`src/design/bada_pkg.sv`:
```
// ----------------------------------------------------------------------------
// bada_pkg: shared types and constants for the block average alarm
// Field widths, register indexes, reset values and item kind codes.
// ----------------------------------------------------------------------------
package bada_pkg;

  localparam int SAMPLE_W  = 12;
  localparam int CNT_W     = 16;
  localparam int CFG_W     = 16;
  localparam int CFG_IDX_W = 2;
  localparam int DATA_W    = 16;

  // configuration register indexes
  localparam logic [CFG_IDX_W-1:0] REG_THRESHOLD   = 2'd0;
  localparam logic [CFG_IDX_W-1:0] REG_RISE_LIMIT  = 2'd1;
  localparam logic [CFG_IDX_W-1:0] REG_FALL_RELOAD = 2'd2;

  localparam logic [SAMPLE_W-1:0] THRESHOLD_RESET   = 12'd500;
  localparam logic [CNT_W-1:0]    RISE_LIMIT_RESET  = 16'd40;
  localparam logic [CNT_W-1:0]    FALL_RELOAD_RESET = 16'd20;

  // item kinds carried in tuser
  localparam logic MODE_SAMPLE = 1'b0;
  localparam logic MODE_TICK   = 1'b1;

  typedef struct packed {
    logic [SAMPLE_W-1:0] threshold;
    logic [CNT_W-1:0]    rise_limit;
    logic [CNT_W-1:0]    fall_reload;
  } cfg_t;

endpackage

```
`src/design/bada_window.sv`:
```
// ----------------------------------------------------------------------------
// bada_window: windowed sample accumulator and mean
// Sums the kept samples of each window and forms the mean at the window end
// with a reciprocal multiply.
// ----------------------------------------------------------------------------
module bada_window #(
  parameter int WINDOW = 32,
  parameter int SKIP   = 1
) (
  input  logic                          clk,
  input  logic                          rst,
  input  logic                          en,
  input  logic [bada_pkg::SAMPLE_W-1:0] sample,
  output logic [bada_pkg::SAMPLE_W-1:0] mean,
  output logic [bada_pkg::SAMPLE_W-1:0] mean_next,
  output logic                          done_next
);

  localparam int IDX_W  = $clog2(WINDOW);
  localparam int SUM_W  = $clog2(WINDOW * ((1 << bada_pkg::SAMPLE_W) - 1) + 1);
  localparam int DIV    = WINDOW - SKIP;
  localparam int DIV_L  = $clog2(DIV);
  localparam int SH     = SUM_W + DIV_L;
  localparam int MULT_W = SUM_W + 1;
  localparam int PROD_W = SUM_W + MULT_W;
  // ceil(2^SH / DIV) gives the exact quotient for any SUM_W-bit sum
  localparam longint unsigned MULT = ((64'd1 << SH) + longint'(DIV) - 64'd1) / longint'(DIV);
  localparam logic [MULT_W-1:0] MULT_C = MULT_W'(MULT);
  localparam logic [IDX_W-1:0]  LAST_IDX = IDX_W'(WINDOW - 1);
  localparam logic [IDX_W-1:0]  SKIP_IDX = IDX_W'(SKIP);

  logic [IDX_W-1:0]  sample_index;
  logic [SUM_W-1:0]  sample_sum;
  logic [SUM_W-1:0]  sum_add;
  logic [PROD_W-1:0] product;
  logic              last;

  assign last    = (sample_index == LAST_IDX);
  assign sum_add = (sample_index >= SKIP_IDX) ? sample_sum + SUM_W'(sample) : sample_sum;
  assign product = PROD_W'(sum_add) * PROD_W'(MULT_C);

  assign done_next = en && last;
  assign mean_next = done_next ? product[SH +: bada_pkg::SAMPLE_W] : mean;

  always_ff @(posedge clk) begin
    if (rst) begin
      sample_index <= '0;
      sample_sum   <= '0;
      mean         <= '0;
    end else if (en) begin
      if (last) begin
        sample_index <= '0;
        sample_sum   <= '0;
        mean         <= mean_next;
      end else begin
        sample_index <= sample_index + 1'b1;
        sample_sum   <= sum_add;
      end
    end
  end

`ifndef SYNTHESIS
  a_sum_clear_at_start: assert property (@(posedge clk) disable iff (rst)
    (sample_index == '0) |-> (sample_sum == '0))
    else $error("window sum not clear at window start");

  a_mean_only_at_end: assert property (@(posedge clk) disable iff (rst)
    !done_next |=> $stable(mean))
    else $error("mean changed outside a window end");
`endif

endmodule

```
`src/design/bada_debounce.sv`:
```
// ----------------------------------------------------------------------------
// bada_debounce: debounced low-level alarm
// Rise and fall counters driven by evaluation ticks set and clear the alarm.
// ----------------------------------------------------------------------------
module bada_debounce (
  input  logic                          clk,
  input  logic                          rst,
  input  logic                          en,
  input  logic [bada_pkg::SAMPLE_W-1:0] mean,
  input  bada_pkg::cfg_t                cfg,
  output logic                          alarm_next
);

  logic [bada_pkg::CNT_W-1:0] rise_count;
  logic [bada_pkg::CNT_W-1:0] rise_count_next;
  logic [bada_pkg::CNT_W-1:0] fall_count;
  logic [bada_pkg::CNT_W-1:0] fall_count_next;
  logic                       alarm;

  always_comb begin
    rise_count_next = rise_count;
    fall_count_next = fall_count;
    alarm_next      = alarm;
    if (en) begin
      if (mean < cfg.threshold) begin
        if (rise_count < cfg.rise_limit) begin
          rise_count_next = rise_count + 1'b1;
        end else begin
          rise_count_next = '0;
          fall_count_next = cfg.fall_reload;
          alarm_next      = 1'b1;
        end
      end else begin
        if (fall_count != '0) begin
          fall_count_next = fall_count - 1'b1;
        end else begin
          fall_count_next = cfg.fall_reload;
          rise_count_next = '0;
          alarm_next      = 1'b0;
        end
      end
    end
  end

  always_ff @(posedge clk) begin
    if (rst) begin
      rise_count <= '0;
      fall_count <= bada_pkg::FALL_RELOAD_RESET;
      alarm      <= 1'b0;
    end else begin
      rise_count <= rise_count_next;
      fall_count <= fall_count_next;
      alarm      <= alarm_next;
    end
  end

`ifndef SYNTHESIS
  a_rise_reloads: assert property (@(posedge clk) disable iff (rst)
    $rose(alarm) |-> (rise_count == '0) && (fall_count == $past(cfg.fall_reload)))
    else $error("alarm set without counter reload");

  a_fall_clears_rise: assert property (@(posedge clk) disable iff (rst)
    $fell(alarm) |-> (rise_count == '0))
    else $error("alarm cleared without clearing rise count");
`endif

endmodule

```
`src/design/block_average_debounced_low_alarm_unit.sv`:
```
// ----------------------------------------------------------------------------
// block_average_debounced_low_alarm_unit: block average with low alarm
// Averages ADC samples over fixed windows and raises a debounced alarm when
// the mean stays below a threshold on evaluation ticks.
//
//   channel   direction  payload
//   s_axis    in         tdata: sample; tuser: mode
//   m_axis    out        tdata: average; tuser: alarm, window_done
//   cfg       in         cfg_index selects threshold, rise_limit, fall_reload
//
// One transaction per cycle in each direction while m_axis does not stall; every input
// gives one result, held first in the input register and then in the result register.
// The window end path is one add and one reciprocal multiply.
// rst is synchronous; the result register keeps its data while m_axis stalls,
// and an input waits in the input register until the result register frees.
// ----------------------------------------------------------------------------
module block_average_debounced_low_alarm_unit #(
  parameter int WINDOW = 32,
  parameter int SKIP   = 1
) (
  input  logic                           clk,
  input  logic                           rst,
  input  logic                           s_axis_tvalid,
  output logic                           s_axis_tready,
  input  logic [bada_pkg::DATA_W-1:0]    s_axis_tdata,  // [11:0] sample
  input  logic                           s_axis_tuser,  // [0] mode
  output logic                           m_axis_tvalid,
  input  logic                           m_axis_tready,
  output logic [bada_pkg::DATA_W-1:0]    m_axis_tdata,  // [11:0] average
  output logic [1:0]                     m_axis_tuser,  // [0] alarm, [1] window_done
  input  logic                           cfg_we,
  input  logic [bada_pkg::CFG_IDX_W-1:0] cfg_index,
  input  logic [bada_pkg::CFG_W-1:0]     cfg_data
);

  bada_pkg::cfg_t cfg;

  logic                          in_valid;
  logic                          in_mode;
  logic [bada_pkg::SAMPLE_W-1:0] in_sample;
  logic                          proc;
  logic                          win_en;
  logic                          deb_en;
  logic [bada_pkg::SAMPLE_W-1:0] mean;
  logic [bada_pkg::SAMPLE_W-1:0] mean_next;
  logic                          done_next;
  logic                          alarm_next;
  logic [bada_pkg::SAMPLE_W-1:0] average;
  logic                          alarm;
  logic                          window_done;

  always_ff @(posedge clk) begin
    if (rst) begin
      cfg.threshold   <= bada_pkg::THRESHOLD_RESET;
      cfg.rise_limit  <= bada_pkg::RISE_LIMIT_RESET;
      cfg.fall_reload <= bada_pkg::FALL_RELOAD_RESET;
    end else if (cfg_we) begin
      unique case (cfg_index)
        bada_pkg::REG_THRESHOLD:   cfg.threshold   <= cfg_data[bada_pkg::SAMPLE_W-1:0];
        bada_pkg::REG_RISE_LIMIT:  cfg.rise_limit  <= cfg_data;
        bada_pkg::REG_FALL_RELOAD: cfg.fall_reload <= cfg_data;
        default: ;
      endcase
    end
  end

  // advance the held item whenever the result register is free or draining
  assign proc          = in_valid && (!m_axis_tvalid || m_axis_tready);
  assign s_axis_tready = !in_valid || proc;
  assign win_en        = proc && (in_mode == bada_pkg::MODE_SAMPLE);
  assign deb_en        = proc && (in_mode == bada_pkg::MODE_TICK);

  always_ff @(posedge clk) begin
    if (rst) begin
      in_valid <= 1'b0;
    end else if (s_axis_tready) begin
      in_valid <= s_axis_tvalid;
    end
  end

  always_ff @(posedge clk) begin
    if (s_axis_tvalid && s_axis_tready) begin
      in_mode   <= s_axis_tuser;
      in_sample <= s_axis_tdata[bada_pkg::SAMPLE_W-1:0];
    end
  end

  bada_window #(
    .WINDOW (WINDOW),
    .SKIP   (SKIP)
  ) u_window (
    .clk       (clk),
    .rst       (rst),
    .en        (win_en),
    .sample    (in_sample),
    .mean      (mean),
    .mean_next (mean_next),
    .done_next (done_next)
  );

  bada_debounce u_debounce (
    .clk        (clk),
    .rst        (rst),
    .en         (deb_en),
    .mean       (mean),
    .cfg        (cfg),
    .alarm_next (alarm_next)
  );

  always_ff @(posedge clk) begin
    if (rst) begin
      m_axis_tvalid <= 1'b0;
    end else if (proc) begin
      m_axis_tvalid <= 1'b1;
    end else if (m_axis_tready) begin
      m_axis_tvalid <= 1'b0;
    end
  end

  always_ff @(posedge clk) begin
    if (proc) begin
      average     <= mean_next;
      alarm       <= alarm_next;
      window_done <= done_next;
    end
  end

  assign m_axis_tdata = {{(bada_pkg::DATA_W - bada_pkg::SAMPLE_W){1'b0}}, average};
  assign m_axis_tuser = {window_done, alarm};

`ifndef SYNTHESIS
  a_stall_only_when_full: assert property (@(posedge clk) disable iff (rst)
    !s_axis_tready |-> (in_valid && m_axis_tvalid && !m_axis_tready))
    else $error("input stalled while the result register was free");

  a_done_from_sample: assert property (@(posedge clk) disable iff (rst)
    (proc && (in_mode == bada_pkg::MODE_TICK)) |=> !window_done)
    else $error("window done reported for an evaluation tick");
`endif

endmodule
```
`config.mk`:
```
export PLATFORM = sky130hd
export DESIGN_NAME = block_average_debounced_low_alarm_unit
export DESIGN_NICKNAME = d
export VERILOG_FILES = /design/src/design/bada_pkg.sv /design/src/design/bada_window.sv /design/src/design/bada_debounce.sv /design/src/design/block_average_debounced_low_alarm_unit.sv
export SDC_FILE = /design/constraint.sdc
export NUM_CORES = 1
export LEC_CHECK = 0
export ABC_AREA = 1
export BUFFER_PORTS_ARGS = -buffer_cell sky130_fd_sc_hd__buf_2
export CAP_MARGIN = 15
export CORE_MARGIN = 8
export CORE_UTILIZATION = 42
export DETAILED_ROUTE_END_ITERATION = 7
export SLEW_MARGIN = 20
export SYNTH_ARGS = -nofsm -noshare
export SYNTH_HDL_FRONTEND = slang
export SYNTH_SLANG_ARGS = --single-unit
```
`constraint.sdc`:
```
create_clock -name clk -period 5 [get_ports clk]
set_input_delay 0.25 -clock clk [delete_from_list [all_inputs] [get_ports clk]]
set_output_delay 0.25 -clock clk [all_outputs]
set_load 0.01 [all_outputs]
```
==> results.cfg <==
[run_status]
status = finished, violations left
violations = setup timing

[logic_synthesis]
ys_ff_latch = 140
synth_cell_type_count = 48
ys_warn_count = 0
synth-edff-count = 27
synth_area_per_cell_um2 = 7.47
synthesis.area_um2 = 10300
synth_ff_type = dfxtp_1
synth_cells = 1382
async_reset_ff_frac = 0
ys_seq_area_frac = 0.298

[job]
drv_cap = 0

[timing]
period_needed_ps = 5450
rsz0062_at_grt = yes
finalHoldViolCount = 0
slew_violations = 0
finalSetupTns_ps = -7970
slew_headroom = 0.323
finalCritPeriodShare = 1.09
tightestPinTransition_ps = 1020
hold_ws_ps = 83.5
max_freq_mhz = 184
timing.final.ws_setup_ps = -446
final.setup_skew_ps = 15.4
setup_violations = 24

[route]
via_count = 9300
vias_per_cell = 4.93
first_pass_iters = 5
routedWlPerCell_um = 13.7
drc = 0
postRouteAntennaNets = 0
wl_mm = 25.8
drt-initial-drc-count = 601

[clock_network]
cts_buffer_depth = 2
clk_latency_ps = 440
cts_tree = yes
numCtsBuffers = 17
clk_pin_slew_ps = 70
cts.sinks = 140
htreeDepth = 4
clock-root-buffer = clkbuf_16

[worst_setup_path]
slowest_stage = fa_2
slowest_delay_ps = 520
end_kind = flip-flop
cp_max_fo = 4
worstPathRequired_ps = 5190
reg2reg_depth = 29
start_kind = flip-flop
worst_ep_arrival_time_ps = 5640
crit_type = reg -> reg
crit_path_frequent_cell = ha_4

[global_route]
grt_pass1_vias = 9011
grt_antenna_before_repair = 0
grt.overflow.total = 0
grt_max_degree = 56
track_usage = 0.171
grt_pass1_wl_mm = 42.7

[pwr]
power_mw = 3.96
pwr_density_cell_nw_per_um2 = 305
p_leak_nw = 6.25
ir_drop_uv = 255

[finish]
seqCellArea_um2 = 3070
multiInputGateArea_um2 = 6780
drive_gt1_frac = 0.200
insertedDiodeCount = 0
nNetsFinal = 1766
n_fill_cell = 2348
final_core_util = 0.535
area_growth_pct = 25.7

[floorplan]
die_w_um = 173
num_rows = 57
core_um2 = 24200
start_util = 0.426
die_area_um2 = 29900
ioPinCount = 60
die_h_um = 173

[worst_hold_path]
min_path_cells = 3
min_path_type = in -> reg

[placement]
gp_congestion = 0.878
place_hpwl_mm = 19.8
numPortBuffers = 51
power by group:
| group | internal (mW) | switching (mW) |
|---|---|---|
| sequential | 1.19 | 0.0174 |
| combinational | 0.638 | 0.783 |
| clock | 0.746 | 0.590 |
| total | 2.57 | 1.39 |
registers in the layout, indices dropped and copies added (netlist names):
signal / flops
u_debounce.fall_count: 16
alarm: 1
u_window.sample_sum: 17
cfg: 44
in_valid: 1
window_done: 1
u_window.sample_index: 5
u_window.mean: 12
in_sample: 12
m_axis_tvalid: 1
u_debounce.rise_count: 16
average: 12
u_debounce.alarm: 1
in_mode: 1
area by class of cell:
cell class,instances,share of cell area
clock buffer,18,0.0347
clock inverter,14,0.0130
inverter,218,0.0631
multi-input combinational,990,0.523
sequential,140,0.237
tap,324,0.0312
timing repair buffer,182,0.0983
logic make-up (layout without fill, tap and decap cells):
| family | after synthesis | in the layout | share of synthesized area |
|---|---|---|---|
| multiplexers | 1 | 1 | 0.000969 |
| adder cells (fa/ha/maj) | 177 | 177 | 0.233 |
| XOR/XNOR | 26 | 26 | 0.0221 |
| AND/OR/NAND/NOR | 554 | 554 | 0.227 |
| flip-flops | 140 | 140 | 0.298 |
| other | 1 | 4 | 0.000363 |
| AO/OA/AOI/OAI | 228 | 228 | 0.122 |
| buffers and inverters | 255 | 432 | 0.0972 |
routing by layer:
layer | part of all wire | vias to the layer above | track usage
met1 | 0.48 | 4309 | 0.222
met5 | 0 | - | 0
met2 | 0.47 | 136 | 0.288
met4 | 0.014 | 0 | 0.0438
met3 | 0.036 | 22 | 0.0307
li1 | - | 4833 | -
stage by stage:
stage          setup WS, ps  area (um2)  cells
6_report               -446       13000   1886
5_1_grt                -714       13000   1886
4_1_cts                -419       12700   1880
3_5_place_dp           -567       11800   1829
3_3_place_gp           -499       11800   1829
2_1_floorplan          -152       10500   1385
Yosys cell counts (3+ instances only):
master      n  area share
a31oi_1    10      0.0061
xor2_1     13       0.011
o21ai_0    76       0.037
buf_4       8      0.0058
nor2_1    115       0.042
nor3_1     16      0.0078
a21o_1      5      0.0036
nand4_1    18       0.011
clkbuf_1   20      0.0073
nand3_1    63       0.031
nor4_1      4      0.0024
buf_2       7      0.0034
a21oi_1   102       0.049
xnor2_1    13       0.011
o31ai_1     3      0.0022
inv_1     216       0.079
edfxtp_1   27       0.079
o211ai_1   10      0.0073
ha_1      152        0.18
o21a_1      3      0.0022
nand2_4     3      0.0033
fa_1       25       0.048
o21bai_1    3      0.0022
nand3b_1    4      0.0029
or2_2       8      0.0048
nand2_1   313        0.11
dfxtp_1   113        0.22
o21ai_1     6      0.0029
a21boi_0    3      0.0022
worst max-delay path, delay by kind of cell (launching register included):
kind	cells	cell delay, ps
AND/OR/NAND/NOR	12	1250
XOR/XNOR	1	170
adder cells (fa/ha/maj)	8	2730
AO/OA/AOI/OAI	1	110
buffers and inverters	7	590
flip-flops	1	360
placed cells by master, fill, tap and decap left out, types with 13 or more instances in the layout:
master / count
a21oi_1: 92
buf_2: 51
buf_4: 117
clkbuf_16: 18
dfxtp_1: 112
dlygate4sd3_1: 13
edfxtp_1: 27
fa_1: 20
ha_1: 126
ha_4: 25
inv_1: 208
nand2_1: 295
nand2_2: 18
nand3_1: 56
nand4_1: 18
nor2_1: 111
nor3_1: 16
o21ai_0: 71
xor2_1: 13
path summary, 6_finish.rpt:
path                                        startpoint                   end  slack [ps]
worst min-delay path                       cfg_data[5]  cfg[37]$_SDFFE_PP1P_          80
worst min register to register    cfg[23]$_SDFFE_PP0P_  cfg[23]$_SDFFE_PP0P_         460
worst max-delay path            in_sample[0]$_DFFE_PP_  average[2]$_DFFE_PP_        -450
worst max register to register  in_sample[0]$_DFFE_PP_  average[2]$_DFFE_PP_        -450
timing repair:
item                                    CTS  global route
buffers inserted                          6             6
pin swaps                                32            24
hold buffers                             13             0
endpoints found under the hold margin    13             0
resized for setup                        40            35
endpoints found under the setup margin   24            24
(Power assumes the default switching activity.)
